## config.mk

```make
export PLATFORM = sky130hd
export DESIGN_NAME = phase_sequence_timer_flat
export DESIGN_NICKNAME = d
export VERILOG_FILES = /design/src/hdl/pst_pkg.sv /design/src/hdl/pst_if.sv /design/src/hdl/phase_sequence_timer.sv /design/src/hdl/pst_step.sv /design/src/flat_wrapper.sv
export SDC_FILE = /design/constraint.sdc
export NUM_CORES = 1
export LEC_CHECK = 0
export BUFFER_PORTS_ARGS = -buffer_cell sky130_fd_sc_hd__buf_4
export CAP_MARGIN = 15
export CORE_MARGIN = 2
export CORE_UTILIZATION = 38
export CTS_CLUSTER_SIZE = 20
export DETAILED_ROUTE_END_ITERATION = 12
export SYNTH_ARGS = -nofsm -noshare
export SYNTH_HDL_FRONTEND = slang
export SYNTH_SLANG_ARGS = --single-unit
export TNS_END_PERCENT = 5
```

## constraint.sdc

```tcl
create_clock -name clk -period 5.35 [get_ports clk]
set_clock_uncertainty 0.1 [all_clocks]
set_input_delay 0.8025 -clock clk [delete_from_list [all_inputs] [get_ports clk]]
set_output_delay 0.8025 -clock clk [all_outputs]
set_load 0.03 [all_outputs]
```

## src/hdl/pst_pkg.sv

```systemverilog
// ----------------------------------------------------------------------------
// pst_pkg: shared definitions of the phase sequence timer
// Widths, reset values, codes, phase table and the state/result structs.
// ----------------------------------------------------------------------------
`default_nettype none

package pst_pkg;

	localparam int SEQ_LEN   = 10;
	localparam int POS_W     = 4;
	localparam int TICK_W    = 16;
	localparam int BLINK_W   = 8;
	localparam int MODE_W    = 2;
	localparam int APB_AW    = 4;
	localparam int APB_DW    = 32;

	localparam logic [POS_W-1:0] LAST_POS = POS_W'(SEQ_LEN - 1);

	// run modes / button codes
	localparam logic [MODE_W-1:0] CODE_NONE  = 2'd0;
	localparam logic [MODE_W-1:0] MODE_PLAY  = 2'd1;
	localparam logic [MODE_W-1:0] MODE_PAUSE = 2'd2;
	localparam logic [MODE_W-1:0] MODE_STOP  = 2'd3;

	// phase kinds
	localparam logic [1:0] KIND_WORK  = 2'd0;
	localparam logic [1:0] KIND_SHORT = 2'd1;
	localparam logic [1:0] KIND_LONG  = 2'd2;

	// register indexes
	localparam logic [1:0] REG_WORK  = 2'd0;
	localparam logic [1:0] REG_SHORT = 2'd1;
	localparam logic [1:0] REG_LONG  = 2'd2;
	localparam logic [1:0] REG_BLINK = 2'd3;

	localparam logic [TICK_W-1:0]  WORK_RST  = 16'd100;
	localparam logic [TICK_W-1:0]  SHORT_RST = 16'd25;
	localparam logic [TICK_W-1:0]  LONG_RST  = 16'd150;
	localparam logic [BLINK_W-1:0] BLINK_RST = 8'd4;

	typedef struct packed {
		logic [TICK_W-1:0]  work_ticks;
		logic [TICK_W-1:0]  short_break_ticks;
		logic [TICK_W-1:0]  long_break_ticks;
		logic [BLINK_W-1:0] blink_ticks;
	} cfg_t;

	typedef struct packed {
		logic [POS_W-1:0]   pos;
		logic [TICK_W-1:0]  phase_left;
		logic [MODE_W-1:0]  mode;
		logic [MODE_W-1:0]  prev_code;
		logic [BLINK_W-1:0] blink_left;
		logic               lamp;
	} state_t;

	typedef struct packed {
		logic               indicator_on;
		logic               red_on;
		logic               green_on;
		logic               blue_on;
		logic [POS_W-1:0]   phase_position;
		logic [TICK_W-1:0]  ticks_left;
		logic [MODE_W-1:0]  mode_now;
	} result_t;

	// even positions work, odd short break, last long break
	function automatic logic [1:0] phase_kind(input logic [POS_W-1:0] pos);
		if (pos == LAST_POS)
			return KIND_LONG;
		return pos[0] ? KIND_SHORT : KIND_WORK;
	endfunction

endpackage

`default_nettype wire

```

## src/hdl/pst_if.sv

```systemverilog
// ----------------------------------------------------------------------------
// pst_if: tick and result channels
// Valid/ready channels carrying one tick of button levels and one result.
// ----------------------------------------------------------------------------
`default_nettype none

interface pst_tick_if;
	logic valid;
	logic ready;
	logic play_pressed;
	logic pause_pressed;
	logic stop_pressed;

	modport source (output valid, play_pressed, pause_pressed, stop_pressed, input ready);
	modport sink   (input valid, play_pressed, pause_pressed, stop_pressed, output ready);
endinterface

interface pst_result_if;
	logic                         valid;
	logic                         ready;
	logic                         indicator_on;
	logic                         red_on;
	logic                         green_on;
	logic                         blue_on;
	logic [pst_pkg::POS_W-1:0]    phase_position;
	logic [pst_pkg::TICK_W-1:0]   ticks_left;
	logic [pst_pkg::MODE_W-1:0]   mode_now;

	modport source (output valid, indicator_on, red_on, green_on, blue_on, phase_position,
		ticks_left, mode_now, input ready);
	modport sink   (input valid, indicator_on, red_on, green_on, blue_on, phase_position,
		ticks_left, mode_now, output ready);
endinterface

`default_nettype wire

```

## src/hdl/phase_sequence_timer.sv

```systemverilog
// Path: an accepted tick is held in the input register, then in the result
//   register, where it stays while the result is stalled.
// Throughput: one tick per cycle while the result is not stalled; the phase/blink/mode state is updated in the
//   single cycle in which a tick moves from the input register to the result.
// Reset: arst_n clears all control state asynchronously and loads the register
//   defaults (work 100, short 25, long 150, blink 4) and the matching state.
// ----------------------------------------------------------------------------
// phase_sequence_timer: cyclic work / break phase timer
// One result transaction per tick, with APB configuration of the durations.
// ----------------------------------------------------------------------------
`default_nettype none

module phase_sequence_timer (
	input  wire                          clk,
	input  wire                          arst_n,
	pst_tick_if.sink                     tick,
	pst_result_if.source                 result,
	input  wire                          psel,
	input  wire                          penable,
	input  wire                          pwrite,
	input  wire  [pst_pkg::APB_AW-1:0]   paddr,
	input  wire  [pst_pkg::APB_DW-1:0]   pwdata,
	output logic [pst_pkg::APB_DW-1:0]   prdata,
	output logic                         pready
);

	// configuration registers
	pst_pkg::cfg_t    cfg_q;
	logic             cfg_wr;
	logic [1:0]       reg_idx;

	// timer state
	pst_pkg::state_t  state_q;
	pst_pkg::state_t  state_nxt;
	pst_pkg::result_t res_nxt;

	// input stage: the buttons of an accepted tick
	logic             valid_s1;
	logic             play_s1;
	logic             pause_s1;
	logic             stop_s1;

	// result register
	logic             res_valid_q;
	pst_pkg::result_t res_q;

	logic             advance;

	// --- APB: always ready, register i at byte 4*i ---
	assign pready  = 1'b1;
	assign reg_idx = paddr[3:2];
	assign cfg_wr  = psel && penable && pwrite;

	always_ff @(posedge clk or negedge arst_n) begin
		if (!arst_n) begin
			cfg_q.work_ticks        <= pst_pkg::WORK_RST;
			cfg_q.short_break_ticks <= pst_pkg::SHORT_RST;
			cfg_q.long_break_ticks  <= pst_pkg::LONG_RST;
			cfg_q.blink_ticks       <= pst_pkg::BLINK_RST;
		end else if (cfg_wr) begin
			case (reg_idx)
				pst_pkg::REG_WORK:  cfg_q.work_ticks        <= pwdata[15:0];
				pst_pkg::REG_SHORT: cfg_q.short_break_ticks <= pwdata[15:0];
				pst_pkg::REG_LONG:  cfg_q.long_break_ticks  <= pwdata[15:0];
				pst_pkg::REG_BLINK: cfg_q.blink_ticks       <= pwdata[7:0];
				default: ;
			endcase
		end
	end

	always_comb begin
		case (reg_idx)
			pst_pkg::REG_WORK:  prdata = {16'd0, cfg_q.work_ticks};
			pst_pkg::REG_SHORT: prdata = {16'd0, cfg_q.short_break_ticks};
			pst_pkg::REG_LONG:  prdata = {16'd0, cfg_q.long_break_ticks};
			pst_pkg::REG_BLINK: prdata = {24'd0, cfg_q.blink_ticks};
			default:            prdata = '0;
		endcase
	end

	// --- flow control ---
	// The tick in the input stage moves on whenever the result register is
	// empty or being emptied; the input stage refills in the same cycle.
	assign advance     = !res_valid_q || result.ready;
	assign tick.ready  = !valid_s1 || advance;

	always_ff @(posedge clk or negedge arst_n) begin
		if (!arst_n) begin
			valid_s1 <= 1'b0;
		end else if (tick.ready) begin
			valid_s1 <= tick.valid;
		end
	end

	always_ff @(posedge clk) begin
		if (tick.valid && tick.ready) begin
			play_s1  <= tick.play_pressed;
			pause_s1 <= tick.pause_pressed;
			stop_s1  <= tick.stop_pressed;
		end
	end

	// --- per-tick update ---
	pst_step u_step (
		.cur   (state_q),
		.cfg   (cfg_q),
		.play  (play_s1),
		.pause (pause_s1),
		.stop  (stop_s1),
		.nxt   (state_nxt),
		.res   (res_nxt)
	);

	always_ff @(posedge clk or negedge arst_n) begin
		if (!arst_n) begin
			state_q.pos        <= '0;
			state_q.phase_left <= pst_pkg::WORK_RST;
			state_q.mode       <= pst_pkg::MODE_PLAY;
			state_q.prev_code  <= pst_pkg::CODE_NONE;
			state_q.blink_left <= pst_pkg::BLINK_RST;
			state_q.lamp       <= 1'b1;
		end else if (valid_s1 && advance) begin
			state_q <= state_nxt;
		end
	end

	// --- result register ---
	always_ff @(posedge clk or negedge arst_n) begin
		if (!arst_n) begin
			res_valid_q <= 1'b0;
		end else if (advance) begin
			res_valid_q <= valid_s1;
		end
	end

	always_ff @(posedge clk) begin
		if (valid_s1 && advance)
			res_q <= res_nxt;
	end

	assign result.valid          = res_valid_q;
	assign result.indicator_on   = res_q.indicator_on;
	assign result.red_on         = res_q.red_on;
	assign result.green_on       = res_q.green_on;
	assign result.blue_on        = res_q.blue_on;
	assign result.phase_position = res_q.phase_position;
	assign result.ticks_left     = res_q.ticks_left;
	assign result.mode_now       = res_q.mode_now;

endmodule

`default_nettype wire

```

## src/hdl/pst_step.sv

```systemverilog
// ----------------------------------------------------------------------------
// pst_step: next-state logic for one tick
// Applies the run mode, blink reload, phase advance and button filter.
// ----------------------------------------------------------------------------
`default_nettype none

module pst_step (
	input  wire  pst_pkg::state_t  cur,
	input  wire  pst_pkg::cfg_t    cfg,
	input  wire                    play,
	input  wire                    pause,
	input  wire                    stop,
	output pst_pkg::state_t        nxt,
	output pst_pkg::result_t       res
);

	logic [pst_pkg::MODE_W-1:0] code;
	logic [1:0]                 kind;
	logic [1:0]                 new_kind;

	always_comb begin
		nxt = cur;

		case (cur.mode)
			pst_pkg::MODE_PLAY: begin
				if (cur.phase_left != '0)
					nxt.phase_left = cur.phase_left - 1'b1;
				nxt.blink_left = cfg.blink_ticks;
				nxt.lamp       = 1'b1;
			end
			pst_pkg::MODE_PAUSE: begin
				if (cur.blink_left != '0)
					nxt.blink_left = cur.blink_left - 1'b1;
			end
			pst_pkg::MODE_STOP: begin
				nxt.phase_left = '0;
				nxt.mode       = pst_pkg::MODE_PLAY;
			end
			default: ;
		endcase

		if (nxt.blink_left == '0) begin
			nxt.lamp       = ~nxt.lamp;
			nxt.blink_left = cfg.blink_ticks;
		end

		new_kind = pst_pkg::KIND_WORK;
		if (nxt.phase_left == '0) begin
			nxt.pos  = (cur.pos == pst_pkg::LAST_POS) ? '0 : cur.pos + 1'b1;
			new_kind = pst_pkg::phase_kind(nxt.pos);
			case (new_kind)
				pst_pkg::KIND_WORK:  nxt.phase_left = cfg.work_ticks;
				pst_pkg::KIND_SHORT: nxt.phase_left = cfg.short_break_ticks;
				default:             nxt.phase_left = cfg.long_break_ticks;
			endcase
		end

		// one button alone gives a code, anything else is none
		case ({play, pause, stop})
			3'b100:  code = pst_pkg::MODE_PLAY;
			3'b010:  code = pst_pkg::MODE_PAUSE;
			3'b001:  code = pst_pkg::MODE_STOP;
			default: code = pst_pkg::CODE_NONE;
		endcase
		if (code != pst_pkg::CODE_NONE && code != cur.prev_code)
			nxt.mode = code;
		nxt.prev_code = code;

		kind               = pst_pkg::phase_kind(nxt.pos);
		res.indicator_on   = nxt.lamp;
		res.red_on         = (kind == pst_pkg::KIND_WORK);
		res.green_on       = (kind == pst_pkg::KIND_SHORT);
		res.blue_on        = (kind == pst_pkg::KIND_LONG);
		res.phase_position = nxt.pos;
		res.ticks_left     = nxt.phase_left;
		res.mode_now       = nxt.mode;
	end

endmodule

`default_nettype wire

```

## src/flat_wrapper.sv

```systemverilog
// flat-port wrapper written by rule: the top's interface ports become plain ports
module phase_sequence_timer_flat 
  (clk, arst_n, psel, penable, pwrite, paddr, pwdata, prdata, pready, tick_valid, tick_play_pressed, tick_pause_pressed, tick_stop_pressed, tick_ready, result_valid, result_indicator_on, result_red_on, result_green_on, result_blue_on, result_phase_position, result_ticks_left, result_mode_now, result_ready);
  pst_tick_if tick_i ();
  pst_result_if result_i ();
  input  wire clk;
  input  wire arst_n;
  input  wire psel;
  input  wire penable;
  input  wire pwrite;
  input  wire  [pst_pkg::APB_AW-1:0] paddr;
  input  wire  [pst_pkg::APB_DW-1:0] pwdata;
  output logic [pst_pkg::APB_DW-1:0] prdata;
  output logic pready;
  input wire logic [$bits(tick_i.valid)-1:0] tick_valid;
  input wire logic [$bits(tick_i.play_pressed)-1:0] tick_play_pressed;
  input wire logic [$bits(tick_i.pause_pressed)-1:0] tick_pause_pressed;
  input wire logic [$bits(tick_i.stop_pressed)-1:0] tick_stop_pressed;
  output wire logic [$bits(tick_i.ready)-1:0] tick_ready;
  output wire logic [$bits(result_i.valid)-1:0] result_valid;
  output wire logic [$bits(result_i.indicator_on)-1:0] result_indicator_on;
  output wire logic [$bits(result_i.red_on)-1:0] result_red_on;
  output wire logic [$bits(result_i.green_on)-1:0] result_green_on;
  output wire logic [$bits(result_i.blue_on)-1:0] result_blue_on;
  output wire logic [$bits(result_i.phase_position)-1:0] result_phase_position;
  output wire logic [$bits(result_i.ticks_left)-1:0] result_ticks_left;
  output wire logic [$bits(result_i.mode_now)-1:0] result_mode_now;
  input wire logic [$bits(result_i.ready)-1:0] result_ready;
  assign tick_i.valid = tick_valid;
  assign tick_i.play_pressed = tick_play_pressed;
  assign tick_i.pause_pressed = tick_pause_pressed;
  assign tick_i.stop_pressed = tick_stop_pressed;
  assign tick_ready = tick_i.ready;
  assign result_valid = result_i.valid;
  assign result_indicator_on = result_i.indicator_on;
  assign result_red_on = result_i.red_on;
  assign result_green_on = result_i.green_on;
  assign result_blue_on = result_i.blue_on;
  assign result_phase_position = result_i.phase_position;
  assign result_ticks_left = result_i.ticks_left;
  assign result_mode_now = result_i.mode_now;
  assign result_i.ready = result_ready;
  phase_sequence_timer u_core (.clk(clk), .arst_n(arst_n), .tick(tick_i), .result(result_i), .psel(psel), .penable(penable), .pwrite(pwrite), .paddr(paddr), .pwdata(pwdata), .prdata(prdata), .pready(pready));
endmodule
```

# Word level (Yosys, flattened, before mapping)
# Index checks and enable logic that the tools add are counted.
# W data, S select, Z words.
totals:
  reg_bits: 120
  in_bits: 46
  out_inout_bits: 61
  word_cells: 86
classes:
  add_sub_neg: 3
  eq_ne: 16
  n_mux: 23
  bitwise: 1
  reduce_logical: 21
op_table:
  columns: ["op", "n"]
  rows:
  - ["$pmux W32 S4", 1]
  - ["$pmux W16 S2", 2]
  - ["$mux W20", 1]
  - ["$logic_not A16 Y1", 1]
  - ["$mux W16", 1]
  - ["$pmux W8 S2", 1]
  - ["$reduce_bool A16 Y1", 1]
  - ["$sub A16 B1 Y16 const B", 1]
  - ["$mux W2", 7]
  - ["$eq A4 B4 Y1 const B", 3]
  - ["$eq A2 B2 Y1 const B", 5]
  - ["$mux W9", 1]
  - ["$eq A2 B1 Y1 const B", 4]
  - ["$logic_not A8 Y1", 1]
  - ["$mux W8", 1]
  - ["$reduce_and A2 Y1", 4]
  - ["$reduce_bool A8 Y1", 1]
  - ["$sub A8 B1 Y8 const B", 1]
  - ["$logic_not A2 Y1", 3]
  - ["$mux W1", 6]
  - ["$pmux W2 S3", 1]
  - ["$logic_and A1 B1 Y1", 5]
  - ["$add A4 B1 Y4 const B", 1]
  - ["$mux W4", 1]
  - ["other kinds (8)", 10]

# Longest topological paths before layout
# Gate-level depths: netlist of the first run.
depth:
  ltp_word: 14
  ltp_mapped: 13
  depth_no_buf: 9

# Modules after synthesis
# A second synthesis of the first run with hierarchy kept.
hier_totals:
  cells_unflattened: 582
  area_unflattened_um2: 6981.7
by_module_without_submodules:
  columns: ["module", "instances", "cells_each", "area_each_um2"]
  rows:
  - ["phase_sequence_timer", 1, 285, 4855.9]
  - ["pst_step", 1, 297, 2125.8]

# Least setup slack after synthesis of the first run
# No wires, ideal clock.
synth_path:
  kind: "in2out"
  startpoint: "input port paddr[3] in the netlist's numbering"
  endpoint: "output port prdata[11] in the netlist's numbering"
  arrival_time_ps: 2389
  required_ps: 4448
  setup_slack_ps: 2058
  path_stages: 4
  n_path_buf: 2
  cell_sequence: "clkbuf_1 clkbuf_1 mux2i_1 o21ai_0"
synth_between:
  elab_chain_cells: 2
  elab_cells_between_ends: 5
synth_lines:
  columns: ["item", "line", "text"]
  rows:
  - ["from (decl)", "flat_wrapper.sv:11", "input wire [pst_pkg::APB_AW-1:0] paddr;"]
  - ["$eq A2 B2 Y1 (tied with other cells)", "phase_sequence_timer.sv:72", "case (reg_idx)"]
  - ["$pmux W32 S4 *", "phase_sequence_timer.sv:72", null]
  - ["to (decl)", "flat_wrapper.sv:13", "output logic [pst_pkg::APB_DW-1:0] prdata;"]
# Mark *: on every way between the ends. The rest lies on a longest branch, timed or not. The select of a mux whose other input is x is not followed.

==> impl_summary.md, run 1 <==
Synthesis
Yosys attributes the largest share of cell area to dfrtp_1, edfxtp_1, mux2_2. The number of flops mapped to enable cells by yosys is 29. The sequential area share after synthesis is 0.463. The number of library cell types mapped by synthesis is 76. Of the post-synthesis cell area, the dominant cell type holds 0.271. The proportion of register bits with asynchronous set or reset after synthesis is 0.758. After synthesis, the mean cell area works out to between 10 and 15 sq um. The number of flip-flops and latches in the synthesized netlist is 120.

The library cell with the largest summed area after synthesis is dfrtp_1. The most used flip-flop cell after synthesis is dfrtp_1. The synthesized netlist occupies a cell area of ~6800 sq um. The post-synthesis instance total is 641. Yosys printed 0 warnings.

Final layout
The number of inserted filler cells in the final layout is 1624. 0 antenna diodes ended up in the layout. Relative to the synthesized area, the layout overhead comes to 19.0%. In the final layout, the share of cells above drive strength 1 is 0.309. In the final design database the tool counted 755 nets.

The final cell count without fillers is 942.

Global route
Global routing finished with a remaining overflow of 0. The largest net degree at the start of global routing is between 50 and 60. The number of antenna violations at the first check in global routing came to 0. The number of global-route vias before repair was 5249.

The total routing usage reported by global routing is 0.182. The first global-routing pass estimated 27.8 mm of wire.

Worst setup path
The data arrival time of the worst path is approximately 4.2 ns. The class of the most critical setup path is register to register. The required time of the worst setup path is 5.42 ns. On the critical path, the stage with the largest delay is an instance of and4_1. The endpoint class of the critical path is a register. STA classifies the critical path startpoint as a register. The highest cell delay on the worst timing path is about 0.85 ns. The signal on the critical path passes through ha_1 > or3b_2 > o311ai_0 > o21ai_0 > nor3_1 > and4_1 > nand3_1 > mux2_1.

Of all nets on the critical path, the largest fanout is 22.

Clocking
CTS built an H-tree with a depth of 4. The number of hold buffers added after CTS was 0. TritonCTS built the clock tree.

The number of clock buffers inserted by TritonCTS is 17. The clock drives 120 sinks. Clock tree synthesis selected as its root buffer the cell clkbuf_16. The number of instances resized during post-cts repair is 0. The number of setup buffers added after CTS is 0. The clock passes through at most 2 buffers.

The CTS clock-pin slew for the worst setup and hold paths is ~0.060 ns. For the worst-skew pair, the clock arrives at the later sink with an insertion delay of 0.42 ns.

Timing
The final count of pins violating max slew is 0. The fmax is 240 MHz. The minimum clock period is about 4.2 ns. The headroom to the max-slew limit is 0.377.

The total negative slack for setup checks is 0 ns. The slew of the pin with the lowest slew margin is 0.934 ns. The final worst-path setup slack is 1.18 ns.

Setup repair after global routing left no endpoint under its margin. The ratio of final minimum period to clock period is 0.780. Setup violations remaining at the end of the flow were counted as 0. The final number of hold-violating endpoints is 0.

Power
The internal portion of the total power is 2680 uW. Across the VDD grid, the largest voltage drop is 0.270 mV. The net switching component of the power is 1550 uW. The combinational fraction of design power is 0.347. Of the total power, the share spent switching nets is 0.366. The share of total power in sequential cells is 0.354. The part of the power in the clock network is 0.299. Dividing total power by cell area gives a power density of 518 nW/um^2. The analysis attributes to cell leakage a power of 0.00341 uW.

Drt
The post-route DRC violation count is 0. The aggregate routed wire length is 17.4 mm. After detailed routing, the average wire length per cell comes to between 15 and 20 um. The detailed router finished its first iteration with 369 violations. The vias after detailed routing is 5285. Before antenna repair, the detailed router went through 5 iterations.

The count of nets left with antenna violations once routing finished came out at 0. The vias per cell is 5.61.

Die
The die boundary height is 138 um. The starting density of the core is 0.384. The count of boundary I/O pins is 107. The total area inside the core boundary comes to 17800 sq um. The number of cell rows is 49. The floorplan die area is between 15000 and 20000 sq um. From left edge to right edge, the die measures ~140 um.

Worst hold path
The worst hold-check path type is input port to async pin.

Placement
The number of placed instances, taps included is 910. Detailed placement ended at an HPWL of 11.9 mm. In this run the tool buffered the top-level ports with just over 70 buffer cells. At the placement stage, the worst setup path has a slack of 1.25 ns. At the end of routability-driven placement, the weighted congestion stood at between 0.9 and 1.

Run status
The run finished with clean final reports.

Run
Max-cap violations in this run came to 0.
==> area by class of cell <==
| cell class | count | area (sq um) | area share |
|---|---|---|---|
| well taps | 229 | 287 | 0.0352 |
| inverters | 20 | 75.1 | 0.00921 |
| clock inverters | 11 | 163 | 0.0200 |
| flip-flops and latches | 120 | 3170 | 0.389 |
| clock buffers | 21 | 493 | 0.0605 |
| repair buffers | 79 | 593 | 0.0728 |
| multi-input cells | 462 | 3370 | 0.413 |
==> layout by cell type (no fill, tap or decap), types with 3 or more instances in the layout <==
| cell | instances |
|---|---|
| dfrtp_1 | 74 |
| dfstp_2 | 17 |
| o31ai_1 | 4 |
| edfxtp_1 | 29 |
| conb_1 | 17 |
| o311ai_0 | 4 |
| nand2_1 | 59 |
| o21ai_0 | 24 |
| nand3_1 | 16 |
| ha_1 | 9 |
| bufinv_16 | 4 |
| nand2b_1 | 8 |
| and3_1 | 3 |
| o22ai_1 | 4 |
| and4_1 | 5 |
| or3_1 | 4 |
| o221ai_1 | 3 |
| nor2b_1 | 4 |
| mux2i_1 | 29 |
| nor4_1 | 5 |
| inv_1 | 19 |
| o31a_1 | 5 |
| o2111ai_1 | 14 |
| nand4_1 | 7 |
| buf_4 | 79 |
| a21oi_1 | 27 |
| mux2_2 | 68 |
| xor2_1 | 3 |
| nor2_1 | 47 |
| or3b_2 | 3 |
| and2_1 | 3 |
| clkbuf_16 | 19 |
| clkinv_2 | 3 |
| a31oi_1 | 17 |
| mux4_2 | 8 |
| nor3_1 | 9 |
| a211o_1 | 3 |
==> power groups by stage <==
stage / Clock [uW] / Sequential, uW / Combinational (uW)
6_report: 1260 / 1490 / 1470
5_1_grt: 1320 / 1530 / 1600
4_1_cts: 1280 / 1490 / 1460
3_5_place_dp: 0 / 1500 / 1450
3_3_place_gp: 0 / 1480 / 1430
2_1_floorplan: 0 / 1500 / 1020
==> sequential cells by signal, indices dropped and copies added, names as in the netlist <==
name                          cells
u_core.result.blue_on             1
u_core.result.ticks_left         16
u_core.result.indicator_on        1
u_core.valid_s1                   1
u_core.cfg_q                     56
u_core.result.phase_position      4
u_core.result.valid               1
u_core.result.red_on              1
u_core.stop_s1                    1
u_core.play_s1                    1
u_core.result.green_on            1
u_core.result.mode_now            2
u_core.state_q                   33
u_core.pause_s1                   1
==> per-layer routing <==
| metal | up-vias | GRT usage | wire [um] |
|---|---|---|---|
| met5 | - | 0 | 0 |
| met4 | 0 | 0.0720 | 338 |
| met3 | 28 | 0.0378 | 764 |
| met2 | 169 | 0.299 | 8420 |
| met1 | 2602 | 0.239 | 7880 |
| li1 | 2486 | - | - |
==> synthesized netlist by cell type (all sizes together), types with 17 or more instances <==
master,count
inv,20
nor2,47
buf,27
a21oi,27
dfrtp,74
o21ai,25
clkbuf,27
nand2,59
mux2,70
nand3,17
mux2i,29
edfxtp,29
a31oi,18
dfstp,17
==> worst max-delay path, delay by kind of cell, from the launching register on <==
kind,cells,cell delay (ns)
multiplexers,1,0.35
flip-flops,1,0.56
AND/OR/NAND/NOR,4,1.81
AO/OA/AOI/OAI,2,0.66
adder cells (fa/ha/maj),1,0.43
==> worst paths after layout <==
kind                                                   end  slack [ns]  cells past startpoint               start
setup / recovery           u_core.result.phase_position[2]        1.18                      8  u_core.state_q[11]
hold / removal                             u_core.cfg_q[1]        0.35                      1              arst_n
setup reg to reg           u_core.result.phase_position[2]        1.18                      8  u_core.state_q[11]
hold reg to reg                        u_core.result.valid        0.40                      1     u_core.valid_s1
max in group asynchronous                 u_core.cfg_q[15]        3.80                      2              arst_n
min in group clk                       u_core.result.valid        0.40                      1     u_core.valid_s1
==> cell families after synthesis <==
logic type / after synthesis / synth area share
AOI/OAI and AO/OA: 133 / 0.134
adders and majority gates: 9 / 0.0165
and+or+nand+nor: 193 / 0.144
xor gates and xnor gates: 3 / 0.00384
buffers and inverters: 74 / 0.0545
muxes: 107 / 0.184
other: 2 / 0.00110
DFF: 120 / 0.463
==> per-stage QoR <==
step	total power, uW	instance area [sq um]	util	hold WS (ns)
final	4220	8150	0.457	0.353
after global routing	4450	8150	0.457	0.402
after CTS	4230	8150	0.457	0.372
after detailed placement	2950	7490	0.420	0.386
after global placement	2910	7490	0.420	0.372
after floorplan	2520	6900	-	0.357
Power figures use the tool's default switching activity.
==> inputs of run 2 (changes only) <==
clock period = 3.6 ns   (was 5.35 ns; I/O delays follow)
==> impl_summary.md, run 2 (same netlist as run 1, synthesis figures left out) <==
Clocking
The count of clock tree sinks is between 100 and 150. After clock tree synthesis, the clock-pin slew on the worst setup and hold paths is 0.06 ns. At the later pin of the worst-skew pair, clock insertion delay measures 0.42 ns. The number of clock buffers inserted by TritonCTS is 17.

The quantity of hold-fixing buffers added after cts is 0. Once the clock tree was built, the resizer swapped 0 gates to a different size. The level count of the clock H-tree is 4.

The root buffer cell is clkbuf_16. The clock passes through at most 2 buffers. TritonCTS built the clock tree. Buffers added to address setup during post-CTS repair amount to 0.

Final layout
The area overhead of the layout relative to synthesis is 20.7%. In the layout the commonest cells are buf_4, dfrtp_1, mux2_2, nand2_1, nor2_1. The top register by number of flip-flops is u_core.cfg_q. Leaving out fill and tap cells, the most frequent cell in the layout is buf_4. The finished cells cover 8260 sq um.

Of the cells placed in the final design, the portion with a size suffix greater than 1 is 0.323. 0 antenna diodes ended up in the layout. The flip-flop count of the largest register, all copies and words added is 56. The final layout net count is 770.

Drt
After detailed routing, the total wire length is 17.8 mm. Dividing the detail-routed via count by the number of cells gives 5.67. In the detailed route, the total length drawn on met3 is 895 um.

After detailed routing, no signal wire sits above met4. The first routing iteration left approximately 400 violations. The per-cell routed wire length is 18.6 um. The vias after detailed routing is 5422. The amount of wire on met2 after detailed routing is between 8 and 9 mm.

In this run the remaining antenna-violating nets after routing total 0. For this run, design rule violations remaining after detail routing come to 0. The first TritonRoute pass finished after 5 iterations. After detailed routing, the wire length on met1 is 7.98 mm.

Die
The floorplan die area is 19100 sq um. The core region is 17800 sq um. The die boundary height is 138 um. The number of cell rows is 49. The count of boundary I/O pins is around 110. The die span in x is roughly 140 um. For this configuration, the core starts out at a cell density of 0.384.

Placement
The placed instances occupy a cell area of 7630 sq um. The HPWL after detailed placement is 12.6 mm. The pre-CTS setup slack is 0.138 ns. The weighted congestion at the end of routability-driven global placement is around 0.90. The count of buffers from port buffering is between 70 and 80.

Timing
The setup violation total in the final timing report is 0. The slew of the pin with the lowest slew margin is 0.963 ns. Measured against its own limit, the worst slew margin works out to 0.358.

The post-route worst hold slack is 0.151 ns. In the post-route analysis, the smallest setup slack over all paths is 0.180 ns. The total negative slack for setup checks is 0 ns.

The final number of hold-violating endpoints is 0. The ratio of final minimum period to clock period is 0.950. The final count of pins violating max slew came to 0.

The worst path needs 3.42 ns of the cycle, external delays included. Based on the critical path, the design can be clocked at up to 292 MHz. Setup repair after global routing left no endpoint under its margin.

Power
The worst-case IR drop observed on VDD is 0.333 mV. The ratio of total power to cell area is 756 nW/um^2. The design draws 6250 uW. The leakage power is 0.00348 uW.

Worst setup path
The class of the most critical setup path is register to register. In this run the worst path has a maximum fanout of 23. The worst setup path is captured at a register. The data arrival time of the worst path is 3.47 ns. The cell with the most instances on the worst path is and4_1.

The critical path's top delay family is simple AND/OR/NAND/NOR gates. Walking the worst path, the cells encountered are ha_1 > buf_4 > nand4bb_1 > o311a_1 > a211oi_1 > and4_1 > and4_1 > buf_12 > nand3_1 > mux2_1. The total buffers and inverters traversed by the critical path is 2. For this run, the slowest stage of the critical path takes between 0.5 and 0.6 ns. On the critical path, the stage with the largest delay is an instance of dfstp_2. STA classifies the critical path startpoint as a register.

The required time of the worst setup path is 3.65 ns.

Global route
The number of antenna violations at the first check in global routing is 0. The number of global-route vias before repair is 5333. The first-pass GRT wire length is 28.4 mm. In the global route stage, overall resource usage came out at 0.185.

Global routing finished with a remaining overflow of 0. The largest net degree at the start of global routing is between 60 and 70.

Run
The max-cap check violation count is 0.

Worst hold path
The worst hold-check path type is input port to async pin.

Run status
The flow ran to the end, and the final reports show no timing, DRC or antenna violations.
run 2: layer usage:
layer | vias up | track usage
met5 | - | 0
met4 | 0 | 0.0730
met3 | 33 | 0.0381
met2 | 173 | 0.293
met1 | 2699 | 0.252
li1 | 2517 | -
run 2: worst paths after layout:
path	start	to	slack, ns	cells after the start
worst max-delay path	u_core.state_q[11]	u_core.result.phase_position[2]	0.18	10
worst min-delay path	arst_n	u_core.state_q[1]	0.15	1
worst max register to register	u_core.state_q[11]	u_core.result.phase_position[2]	0.18	10
worst min register to register	u_core.cfg_q[2]	u_core.state_q[3]	0.40	1
max in group asynchronous	arst_n	u_core.cfg_q[15]	2.42	2
min in group clk	tick_stop_pressed	u_core.stop_s1	0.20	1
run 2: layout make-up:
class | instances | area, sq um
Timing Repair Buffer | 94 | 731
Fill cell | 1641 | 9580
Tap cell | 229 | 287
Multi-Input combinational cell | 462 | 3370
Clock inverter | 9 | 108
Clock buffer | 23 | 520
Sequential cell | 120 | 3170
Inverter | 20 | 75.1
run 2: through the flow:
stage	util	std cells
2_1_floorplan	-	656
3_3_place_gp	0.428	925
3_5_place_dp	0.428	925
4_1_cts	0.463	957
5_1_grt	0.463	957
6_report	0.463	957
run 2: report_power, final:
part / leakage, uW / internal (uW) / switching [uW]
combinational: 0.00184 / 925 / 1320
clock: 0.000310 / 1160 / 621
sequential: 0.00134 / 1840 / 386
total: 0.00348 / 3920 / 2320
